**config.mk**
```make
export PLATFORM = sky130hd
export DESIGN_NAME = mpeg_ps_packetizer
export DESIGN_NICKNAME = d
export VERILOG_FILES = /design/src/rtl/mpspk_pkg.sv /design/src/rtl/mpspk_parser.sv /design/src/rtl/mpspk_out_buf.sv /design/src/rtl/mpeg_ps_packetizer.sv
export SDC_FILE = /design/constraint.sdc
export NUM_CORES = 1
export LEC_CHECK = 0
export BUFFER_PORTS_ARGS = -buffer_cell sky130_fd_sc_hd__buf_2
export CORE_MARGIN = 4
export CORE_UTILIZATION = 61
export CTS_CLUSTER_SIZE = 14
export DETAILED_ROUTE_END_ITERATION = 10
export HOLD_SLACK_MARGIN = 0.1
export PLACE_DENSITY_LB_ADDON = 0.1
export SKIP_LAST_GASP = 1
export SLEW_MARGIN = 0
export SYNTH_ARGS = -nofsm -noshare
export SYNTH_HDL_FRONTEND = slang
export SYNTH_SLANG_ARGS = --single-unit
```
**constraint.sdc**
```tcl
create_clock -name clk -period 10.5 [get_ports clk]
set_input_delay 0 -clock clk [delete_from_list [all_inputs] [get_ports clk]]
set_output_delay 0 -clock clk [all_outputs]
set_load 0.01 [all_outputs]
```
**src/rtl/mpspk_pkg.sv**
```systemverilog
// shared types and constants for the program stream packetizer
package mpspk_pkg;

    localparam logic [7:0] ID_PACK   = 8'hBA;
    localparam logic [7:0] ID_SYSHDR = 8'hBB;
    localparam logic [7:0] ID_END    = 8'hB9;
    localparam logic [7:0] ID_LOW    = 8'hBD;
    localparam logic [7:0] ID_HIGH   = 8'hFE;

    localparam logic [23:0] START_PREFIX = 24'h000001;

    localparam int REM_W = 17;

    typedef struct packed {
        logic [7:0] out_byte;
        logic [7:0] packet_id;
        logic       first_mark;
        logic       last_mark;
        logic       mpeg2_seen;
    } result_t;

endpackage

```
**src/rtl/mpspk_parser.sv**
```systemverilog
// look-ahead window, start code parser and packet state
module mpspk_parser
    import mpspk_pkg::*;
(
    input  logic       clk,
    input  logic       rst_n,
    input  logic       cfg_wr_en,
    input  logic       cfg_wr_data,
    input  logic       accept,
    input  logic [7:0] in_byte,
    output logic       push,
    output result_t    result
);

    localparam logic [1:0] PH_HUNT   = 2'd0;
    localparam logic [1:0] PH_PACKET = 2'd1;
    localparam logic [1:0] PH_SKIP   = 2'd2;
    localparam logic [1:0] PH_CHUNK  = 2'd3;

    logic [31:0]      window_reg, window_next;
    logic [2:0]       fill_reg, fill_next;
    logic [1:0]       phase_reg, phase_next;
    logic [REM_W-1:0] rem_reg, rem_next;
    logic [2:0]       pos_reg, pos_next;
    logic [7:0]       id_reg, id_next;
    logic             resync_reg, resync_next;
    logic             mpeg2_reg, mpeg2_next;
    logic             mode_reg;

    logic [7:0] w0;
    logic [7:0] w3;
    logic       code_here;
    logic       unknown_id;
    logic       last;
    logic       hit;

    assign w0 = window_reg[31:24];
    assign w3 = window_reg[7:0];
    assign code_here = (window_reg[31:8] == START_PREFIX);
    assign unknown_id = (w3 != ID_PACK) && (w3 != ID_SYSHDR) && (w3 != ID_END)
                        && mpeg2_reg && ((w3 < ID_LOW) || (w3 > ID_HIGH));

    always_comb
    begin
        window_next = {window_reg[23:0], in_byte};
        fill_next   = fill_reg;
        phase_next  = phase_reg;
        rem_next    = rem_reg;
        pos_next    = pos_reg;
        id_next     = id_reg;
        resync_next = resync_reg;
        mpeg2_next  = mpeg2_reg;
        hit         = 1'b0;
        last        = 1'b0;
        if (fill_reg != 3'd4)
        begin
            fill_next = fill_reg + 3'd1;
        end
        else
        begin
            if ((phase_reg == PH_HUNT) && code_here)
            begin
                if (mode_reg)
                begin
                    id_next    = w3;
                    pos_next   = 3'd0;
                    phase_next = PH_CHUNK;
                end
                else if ((resync_reg && (w3 != ID_PACK)) || unknown_id)
                begin
                    phase_next = PH_SKIP;
                    rem_next   = REM_W'(4);
                end
                else
                begin
                    id_next    = w3;
                    pos_next   = 3'd0;
                    phase_next = PH_PACKET;
                    if (w3 == ID_PACK)
                    begin
                        resync_next = 1'b0;
                        mpeg2_next  = (in_byte[7:6] == 2'b01);
                        rem_next    = mpeg2_next ? REM_W'(13) : REM_W'(11);
                    end
                    else if (w3 == ID_END)
                    begin
                        rem_next = REM_W'(3);
                    end
                    else
                    begin
                        rem_next = REM_W'(5);
                    end
                end
            end
            case (phase_next)
                PH_PACKET:
                begin
                    if ((pos_next == 3'd1) && (id_next != ID_PACK) && (id_next != ID_END))
                    begin
                        rem_next = REM_W'({w3, in_byte}) + REM_W'(4);
                    end
                    last = (rem_next == '0);
                    hit  = 1'b1;
                    if (last)
                    begin
                        phase_next = PH_HUNT;
                    end
                    else
                    begin
                        rem_next = rem_next - REM_W'(1);
                    end
                end
                PH_CHUNK:
                begin
                    last = (pos_next >= 3'd3) && (window_reg[23:0] == START_PREFIX);
                    hit  = 1'b1;
                    if (last)
                    begin
                        phase_next = PH_HUNT;
                    end
                end
                PH_SKIP:
                begin
                    rem_next = rem_next - REM_W'(1);
                    if (rem_next == '0)
                    begin
                        phase_next = PH_HUNT;
                    end
                end
                default:
                begin
                end
            endcase
            if (hit && (pos_next != 3'd7))
            begin
                pos_next = pos_next + 3'd1;
            end
        end
    end

    // result uses the id and flag as updated by this word
    always_comb
    begin
        result.out_byte   = w0;
        result.packet_id  = id_next;
        result.first_mark = (phase_next != PH_SKIP) && hit && (pos_next == 3'd1)
                            && (pos_reg != 3'd0 || phase_reg == PH_HUNT || fill_reg != 3'd4);
        result.last_mark  = last;
        result.mpeg2_seen = mpeg2_next;
    end

    assign push = accept && hit;

    always_ff @(posedge clk or negedge rst_n)
    begin
        if (!rst_n)
        begin
            window_reg <= '0;
            fill_reg   <= '0;
            phase_reg  <= PH_HUNT;
            rem_reg    <= '0;
            pos_reg    <= '0;
            id_reg     <= '0;
            resync_reg <= 1'b1;
            mpeg2_reg  <= 1'b0;
            mode_reg   <= 1'b0;
        end
        else
        begin
            if (cfg_wr_en)
            begin
                mode_reg <= cfg_wr_data;
            end
            if (accept)
            begin
                window_reg <= window_next;
                fill_reg   <= fill_next;
                phase_reg  <= phase_next;
                rem_reg    <= rem_next;
                pos_reg    <= pos_next;
                id_reg     <= id_next;
                resync_reg <= resync_next;
                mpeg2_reg  <= mpeg2_next;
            end
        end
    end

    a_no_word_while_filling: assert property (@(posedge clk) disable iff (!rst_n)
        (fill_reg != 3'd4) |-> !push)
        else $error("word emitted before window full");

    a_skip_count_range: assert property (@(posedge clk) disable iff (!rst_n)
        (phase_reg == PH_SKIP) |-> ((rem_reg >= REM_W'(1)) && (rem_reg <= REM_W'(4))))
        else $error("skip count out of range");

    a_packet_after_sync: assert property (@(posedge clk) disable iff (!rst_n)
        (phase_reg == PH_PACKET) |-> !resync_reg)
        else $error("system packet before pack header");

endmodule

```
**src/rtl/mpspk_out_buf.sv**
```systemverilog
// two-word result buffer between parser and output channel
module mpspk_out_buf
    import mpspk_pkg::*;
(
    input  logic    clk,
    input  logic    rst_n,
    input  logic    push,
    input  result_t push_data,
    output logic    space,
    output logic    out_valid,
    input  logic    out_ready,
    output result_t out_data
);

    result_t    slot_reg [2];
    logic       head_reg, head_next;
    logic [1:0] count_reg, count_next;
    logic       pop;
    logic       tail;

    assign out_valid = (count_reg != 2'd0);
    assign space     = (count_reg != 2'd2);
    assign pop       = out_valid && out_ready;
    assign tail      = head_reg ^ count_reg[0];
    assign out_data  = slot_reg[head_reg];

    always_comb
    begin
        head_next  = pop ? ~head_reg : head_reg;
        count_next = count_reg + {1'b0, push} - {1'b0, pop};
    end

    always_ff @(posedge clk or negedge rst_n)
    begin
        if (!rst_n)
        begin
            head_reg  <= 1'b0;
            count_reg <= 2'd0;
        end
        else
        begin
            head_reg  <= head_next;
            count_reg <= count_next;
        end
    end

    always_ff @(posedge clk)
    begin
        if (push)
        begin
            slot_reg[tail] <= push_data;
        end
    end

    a_count_bound: assert property (@(posedge clk) disable iff (!rst_n)
        count_reg != 2'd3)
        else $error("buffer count overflow");

    a_no_push_when_full: assert property (@(posedge clk) disable iff (!rst_n)
        push |-> (count_reg != 2'd2))
        else $error("push into full buffer");

endmodule

```
**src/rtl/mpeg_ps_packetizer.sv**
```systemverilog
// program stream packetizer top level
// Takes one stream byte per cycle while in_ready is high and gives each packet
// byte four words after the byte entered, tagged with its start code id and
// first and last marks. Bytes outside packets give no output word. The parser
// holds a four-byte window and updates its packet state once per byte; results
// go into a two-word output buffer, so in_ready falls only when that buffer is
// full, and a word accepted with the output free appears on the next cycle.
module mpeg_ps_packetizer
    import mpspk_pkg::*;
(
    input  logic       clk,
    input  logic       rst_n,
    input  logic       cfg_wr_en,
    input  logic       cfg_wr_data,
    input  logic       in_valid,
    output logic       in_ready,
    input  logic [7:0] in_byte,
    output logic       out_valid,
    input  logic       out_ready,
    output logic [7:0] out_byte,
    output logic [7:0] packet_id,
    output logic       first_mark,
    output logic       last_mark,
    output logic       mpeg2_seen
);

    logic    accept;
    logic    push;
    logic    space;
    result_t result;
    result_t out_data;

    assign in_ready = space;
    assign accept   = in_valid && space;

    mpspk_parser u_parser (
        .clk         (clk),
        .rst_n       (rst_n),
        .cfg_wr_en   (cfg_wr_en),
        .cfg_wr_data (cfg_wr_data),
        .accept      (accept),
        .in_byte     (in_byte),
        .push        (push),
        .result      (result)
    );

    mpspk_out_buf u_out_buf (
        .clk       (clk),
        .rst_n     (rst_n),
        .push      (push),
        .push_data (result),
        .space     (space),
        .out_valid (out_valid),
        .out_ready (out_ready),
        .out_data  (out_data)
    );

    assign out_byte   = out_data.out_byte;
    assign packet_id  = out_data.packet_id;
    assign first_mark = out_data.first_mark;
    assign last_mark  = out_data.last_mark;
    assign mpeg2_seen = out_data.mpeg2_seen;

endmodule
```
==> results of run 1 <==
-- worst paths after layout --
| path | endpoint | cells past startpoint | startpoint | slack (ns) |
|---|---|---|---|---|
| worst max register to register | u_parser.rem_reg[15] | 16 | u_parser.window_reg[3] | 4.74 |
| worst min register to register | u_parser.fill_reg[0] | 1 | u_parser.fill_reg[0] | 0.51 |
| min in group asynchronous | u_parser.window_reg[4] | 3 | rst_n | 0.43 |
| worst min-delay path | u_parser.window_reg[2] | 4 | in_valid | 0.32 |
| worst max-delay path | u_parser.rem_reg[15] | 16 | u_parser.window_reg[3] | 4.74 |
| max in group asynchronous | u_parser.fill_reg[2] | 3 | rst_n | 9.46 |
-- timing repair --
action | in CTS | in global routing
hold buffers | 12 | 0
endpoints found under the hold margin | 80 | 0
buffers inserted | 0 | 0
-- worst max-delay path, cell delays in order (launching register included) --
cell and delay [ns]:
dfrtp_1 0.52, nand4_1 0.24, o311a_1 0.42, a2bb2oi_1 0.19, o21ai_0 0.45, nand2_1 0.18, ha_1 0.24, o311a_1 0.18
mux2i_4 0.89, mux2_2 0.44, ha_1 0.28, nand3_1 0.16, nor4b_2 0.10, nor4_1 0.76, o21ai_0 0.20, a41oi_1 0.26
o211ai_1 0.11
-- Yosys cell counts, drive strengths merged (8+ instances only) --
cell	number	area share
nand2	73	0.040
dfrtp	70	0.25
mux2	64	0.11
o21ai	50	0.036
nor2	41	0.022
edfxtp	38	0.17
nor3	32	0.024
nand3	30	0.022
xnor2	29	0.037
clkbuf	27	0.015
a21oi	24	0.017
inv	20	0.011
buf	18	0.016
ha	16	0.029
nor4	16	0.021
mux2i	15	0.024
nand4	13	0.012
or3	12	0.012
xor2	10	0.013
and3	8	0.0073
o211ai	8	0.0087
-- cells by family after synthesis --
family                   share of synthesized area
AND/OR/NAND/NOR                             0.1960
AO/OA/AOI/OAI                               0.1309
flip-flops                                  0.4231
multiplexers                                0.1291
buffers and inverters                      0.04226
XOR/XNOR                                   0.04951
adder cells (fa/ha/maj)                    0.02902
-- per-stage QoR --
| step | instance area, µm² | utilization |
|---|---|---|
| finish | 7477 | 0.6838 |
| global route | 7477 | 0.6838 |
| detailed placement | 7093 | 0.6486 |
| global placement | 7093 | 0.6486 |
| floorplan | 6899 | - |
| CTS | 7477 | 0.6838 |
-- power groups by stage --
stage / combinational (W) / sequential (W) / clock, W
floorplan: 0.000363 / 0.000587 / 0
global placement: 0.000417 / 0.000658 / 0
CTS: 0.000434 / 0.000656 / 0.000320
detailed placement: 0.000428 / 0.000664 / 0
finish: 0.000435 / 0.000660 / 0.000313
global route: 0.000481 / 0.000671 / 0.000342
-- metal layers --
metal | wire length, µm | vias to the layer above | track usage | share of wire
met5 | 0 | - | 0 | 0
met2 | 8613 | 335 | 0.4672 | 0.46
met1 | 7876 | 2750 | 0.4207 | 0.42
met3 | 1637 | 54 | 0.07241 | 0.087
li1 | - | 2630 | - | -
met4 | 642 | 0 | 0.1227 | 0.034
-- cell type report --
cell class,count,area share
Multi-Input combinational cell,531,0.4940
Sequential cell,109,0.3904
Timing Repair Buffer,54,0.04685
Clock buffer,13,0.03213
Tap cell,140,0.02343
Inverter,20,0.01004
Clock inverter,3,0.003179
==> results.cfg, run 1 <==
[routing]
remaining_drc_errors = 0
wire_per_inst_um = 21.57
ant_nets = 0
routed_wl_mm = 18.77
drtIter0Drc = 693
vias_per_cell = 6.631
firstDrtPassIters = 5
vias = 5769

[placement]
hpwl_mm = 13.63
routabilityCongestion = 0.9474
pre_cts_ws_ns = 4.892
portBuffers = 34
placed_cells_incl_taps = 842

[yosys]
synth_async_sr_flop_share = 0.6514
synth.cell_area_mm2 = 0.006899
yosysWarnings = 0
ys_seq_area_frac = 0.4231
syn_area_per_cell_um2 = 9.786
synth.net_count = 735
synth_cell_types = 69
synth_ff_type = dfrtp_1
synthCells = 705
synth_edf_count = 38
synth-seq-cells = 109

[cts]
cts_root_buf = clkbuf_16
clk_pin_slew_ns = 0.07
cts_buffer_depth = 2
cts_tree = built
clock_sinks = 109
cts_resized = 0
htree_levels = 3
worstSkewPairLatency_ns = 0.35
cts_buffers = 9

[cells_and_area]
nets = 755
antennaDiodeCount = 0
synthToLayoutAreaGrowth_pct = 8.379
mostFrequentLayoutCells = nand2_1, dfrtp_1, mux2_2
stdcell_count = 870
final_common_cell = nand2_1
drive_gt1_frac = 0.1863
multi_input_comb_area_mm2 = 0.003694
fillCellCount = 863
largest_reg_flops = 38
seqCellArea_mm2 = 0.002919

[power]
switching_share = 0.3606
irDropWorstVdd_mv = 0.2075
p_leak_nw = 2.937
p_switching_w = 0.0005076
power.density_mw_per_mm2 = 188.3
p_comb_frac = 0.309
power_w = 0.001408
cellInternalPower_w = 0.0009001
clkPwrFrac = 0.222
p_seq_frac = 0.469

[global_route]
grtUsageTotal = 0.3052
gr-total-overflow = 0
grt_max_degree = 72
first_global_vias = 5645
grt_antenna_before_repair = 0
grt_pass1_wl_mm = 30.68

[floorplan]
fp.dieArea_mm2 = 0.01308
initial_core_util = 0.6309
rows = 38
io_pins = 35
die_w_um = 114.4
coreArea_mm2 = 0.01094
die_height_um = 114.4

[worst_setup_path]
critPathKind = reg -> reg
startpoint_type = register
required_ns = 10.72
path_max_fanout = 34
worstPathArrival_ns = 5.98
crit_path_end_kind = register

[run]
max_cap_violations = 0

[outcome]
status = completed

[timing]
worstMarginPinSlew_ns = 1.123
setup_tns_ns = 0
slew_headroom = 0.2350
setup_viol = 0
rsz0062_at_grt = no
setup_slack_ns = 4.737
finalClockSkew_ns = 0.007805
min_period_ns = 5.763
hold_viol = 0
fmax_mhz = 173.5
drv_slew = 0
post-route-period-util = 0.5488
whs_ns = 0.3164

[worst_hold_path]
hp-class = in -> reg
Note: power is estimated with default switching activity, not from simulation.
==> run 2: changes to the inputs <==
- ABC_AREA: not set -> 1
- CORE_UTILIZATION: 61 -> 56
- clock period: 10.5 -> 5.2 ns (I/O delays scaled with it)
==> run 2 against run 1 <==
Worst setup slack got worse by 3.7 ns. Fmax grew 38%. Routed wire length increased by 0.72%. Register-to-register slack got worse by 3.7 ns. Critical path depth is 8 higher. First-iteration DRC count up 5.9%. Hold slack got worse by 0.075 ns. Cell count increased by 42%. Design area grew 6.5%. Die area rose by 14%. Combinational power rose to 3.8 times the previous value. Utilization fell by 5.5 points. Critical path type unchanged. Largest cell class unchanged. Largest power group is now combinational cells.
==> results.cfg, run 2 <==
[worst_setup_path]
slowest_delay_ns = 0.47
crit_path_cell_trace = inv_2 -> nand2_1 -> nor3_1 -> nand2_1 -> nand2_1 -> nand2_2 -> nand2_4 -> nand2_2 -> inv_2 -> nor2_1 -> inv_1 -> ha_1 -> inv_1 -> nor2_8 -> nand2_8 -> o21ai_2 -> ha_1 -> nand3_2 -> nor2_2 -> nand3_4 -> nand3_1 -> nand2_1 -> nand2_1 -> o21ai_0
startpoint_type = register
r2r_cells = 24
crit_buf_inv = 4
r2r_setup_slack_ns = 1.04
required_ns = 5.41
crit_start = u_parser.window_reg[2]
path_common_cell = nand2_1
worstPathArrival_ns = 4.37
critPathKind = reg -> reg
timing.critical_path.depth = 24
r2r-start = u_parser.window_reg[2]
critical-path-slowest-cell = dfrtp_1
path_delay_family = simple AND/OR/NAND/NOR gates
crit_path_end_kind = register
path_max_fanout = 27

[yosys]
synth_commonest_cells = nand2_1, inv_1, nor2_1
syn_area_per_cell_um2 = 7.076
yosysWarnings = 0
yosys.area.top_type = dfrtp_1
synth_edf_count = 38
synth_cell_types = 38
yosysMostFrequentCell = nand2_1
synth.net_count = 1058
ys_seq_area_frac = 0.4013
synth_ff_type = dfrtp_1
synth-seq-cells = 109
synth_top_area_frac = 0.2408
synth_async_sr_flop_share = 0.6514
synth.area.top_cells = dfrtp_1, nand2_1, edfxtp_1
synthCells = 1028
synth.cell_area_mm2 = 0.007274

[placement]
hpwl_mm = 13.99
placed_cells_incl_taps = 1207
routabilityCongestion = 0.9698
portBuffers = 34

[timing]
rsz0062_at_grt = no
worstMarginPinSlew_ns = 0.9063
post-route-period-util = 0.8003
fmax_mhz = 240.3
hold_viol = 0
setup_tns_ns = 0
slew_headroom = 0.3958
whs_ns = 0.2413
finalClockSkew_ns = 0.007062
min_period_ns = 4.162
drv_slew = 0
setup_viol = 0

[cells_and_area]
drive_gt1_frac = 0.1091
synthToLayoutAreaGrowth_pct = 9.494
mostFrequentLayoutCells = nand2_1, inv_1, nor2_1
nets = 1088
antennaDiodeCount = 0
stdcell_count = 1235
final_common_cell = nand2_1
largest_reg_flops = 38

[power]
cellInternalPower_w = 0.001966
clkPwrFrac = 0.201
power.density_mw_per_mm2 = 450.9
p_comb_frac = 0.456
p_leak_nw = 4.101
p_switching_w = 0.001626
irDropWorstVdd_mv = 0.3085
p_seq_frac = 0.342
switching_share = 0.4527

[global_route]
grt_pass1_wl_mm = 31.28
grtUsageTotal = 0.2694
first_global_vias = 6010
grt_antenna_before_repair = 0
grtUsageMet1 = 0.4178
gr-total-overflow = 0
grt_max_degree = 72
use_met3 = 0.05339
gr-usage-met2 = 0.3888
busiest_layer = met1

[routing]
ant_nets = 0
vias = 6630
firstDrtPassIters = 7
drtIter0Drc = 734
wire_per_inst_um = 15.31
routed_wl_mm = 18.91
vias_per_cell = 5.368
remaining_drc_errors = 0

[cts]
cts_tree = built
clk_pin_slew_ns = 0.08
cts_buffers = 9
post_cts_buffers = 0
htree_levels = 3
worstSkewPairLatency_ns = 0.36
cts_buffer_depth = 2
clock_sinks = 109
cts_root_buf = clkbuf_16

[worst_hold_path]
hp-class = in -> reg
hp-start = in_valid
min_path_cells = 5

[floorplan]
io_pins = 35
coreArea_mm2 = 0.01267
rows = 41
fp.dieArea_mm2 = 0.01488
die_w_um = 122.0
initial_core_util = 0.5741
die_height_um = 122.0

[outcome]
status = completed

[run]
max_cap_violations = 0
## run 2: final timing paths
| path | end |
|---|---|
| worst max-delay path | u_parser.rem_reg[8] |
| worst min register to register | u_parser.fill_reg[2] |
| min in group asynchronous | u_parser.window_reg[17] |
| max in group asynchronous | u_parser.rem_reg[7] |
| worst min-delay path | u_parser.phase_reg[0] |
| worst max register to register | u_parser.rem_reg[8] |
## run 2: repair_timing
item	in CTS	in global routing
resized for setup	0	0
hold buffers	12	0
endpoints found under the hold margin	81	0
## run 2: metal layers
layer / up-vias / routed length, µm
li1: 3319 / -
met1: 2999 / 8944
met2: 282 / 7907
met3: 30 / 1709
met4: 0 / 346
met5: - / 0
## run 2: metrics by stage
stage,util,total power (W),instance area [µm²],setup slack [ns]
floorplan,-,0.002421,7274,1.931
global placement,0.5946,0.002833,7535,1.220
detailed placement,0.5946,0.002839,7535,1.194
CTS,0.6286,0.003590,7965,1.164
global route,0.6286,0.003877,7965,0.6906
finish,0.6286,0.003591,7965,1.038
## run 2: area by class of cell
type                       instances  area [µm²]
fill                            1185        4706
multi-input combinational        775        3774
sequential                       109        2919
inverter                         113       424.2
timing repair buffer              50       322.8
clock buffer                      10       229.0
tap                              172       215.2
clock inverter                     6       81.33
## run 2: logic make-up (layout without fill, tap and decap cells)
logic type      count (synthesis)  after routing  share of synthesized area
compound gates                 93             93                    0.06639
xor+xnor                       25             25                    0.03010
fa+ha+maj                      16             16                    0.02752
buf+inv                       144            179                    0.07998
flops                         109            109                     0.4013
simple gates                  641            641                     0.3947
## run 2: power groups by stage
stage,Combinational [W],Clock (W),Sequential (W)
2_1_floorplan,0.00125,0,0.00117
5_1_grt,0.00185,0.000776,0.00125
4_1_cts,0.00162,0.000743,0.00123
6_report,0.00164,0.000723,0.00123
3_5_place_dp,0.00160,0,0.00124
3_3_place_gp,0.00160,0,0.00124
## run 2: worst reg2reg max path, stage by stage, from the launching register on
cell and delay, ns:
dfrtp_1 0.47, inv_2 0.16, nand2_1 0.08, nor3_1 0.21
nand2_1 0.13, nand2_1 0.09, nand2_2 0.08, nand2_4 0.12
nand2_2 0.10, inv_2 0.12, nor2_1 0.07, inv_1 0.10
ha_1 0.16, inv_1 0.09, nor2_8 0.34, nand2_8 0.19
o21ai_2 0.25, ha_1 0.30, nand3_2 0.12, nor2_2 0.17
nand3_4 0.23, nand3_1 0.18, nand2_1 0.06, nand2_1 0.09
o21ai_0 0.09
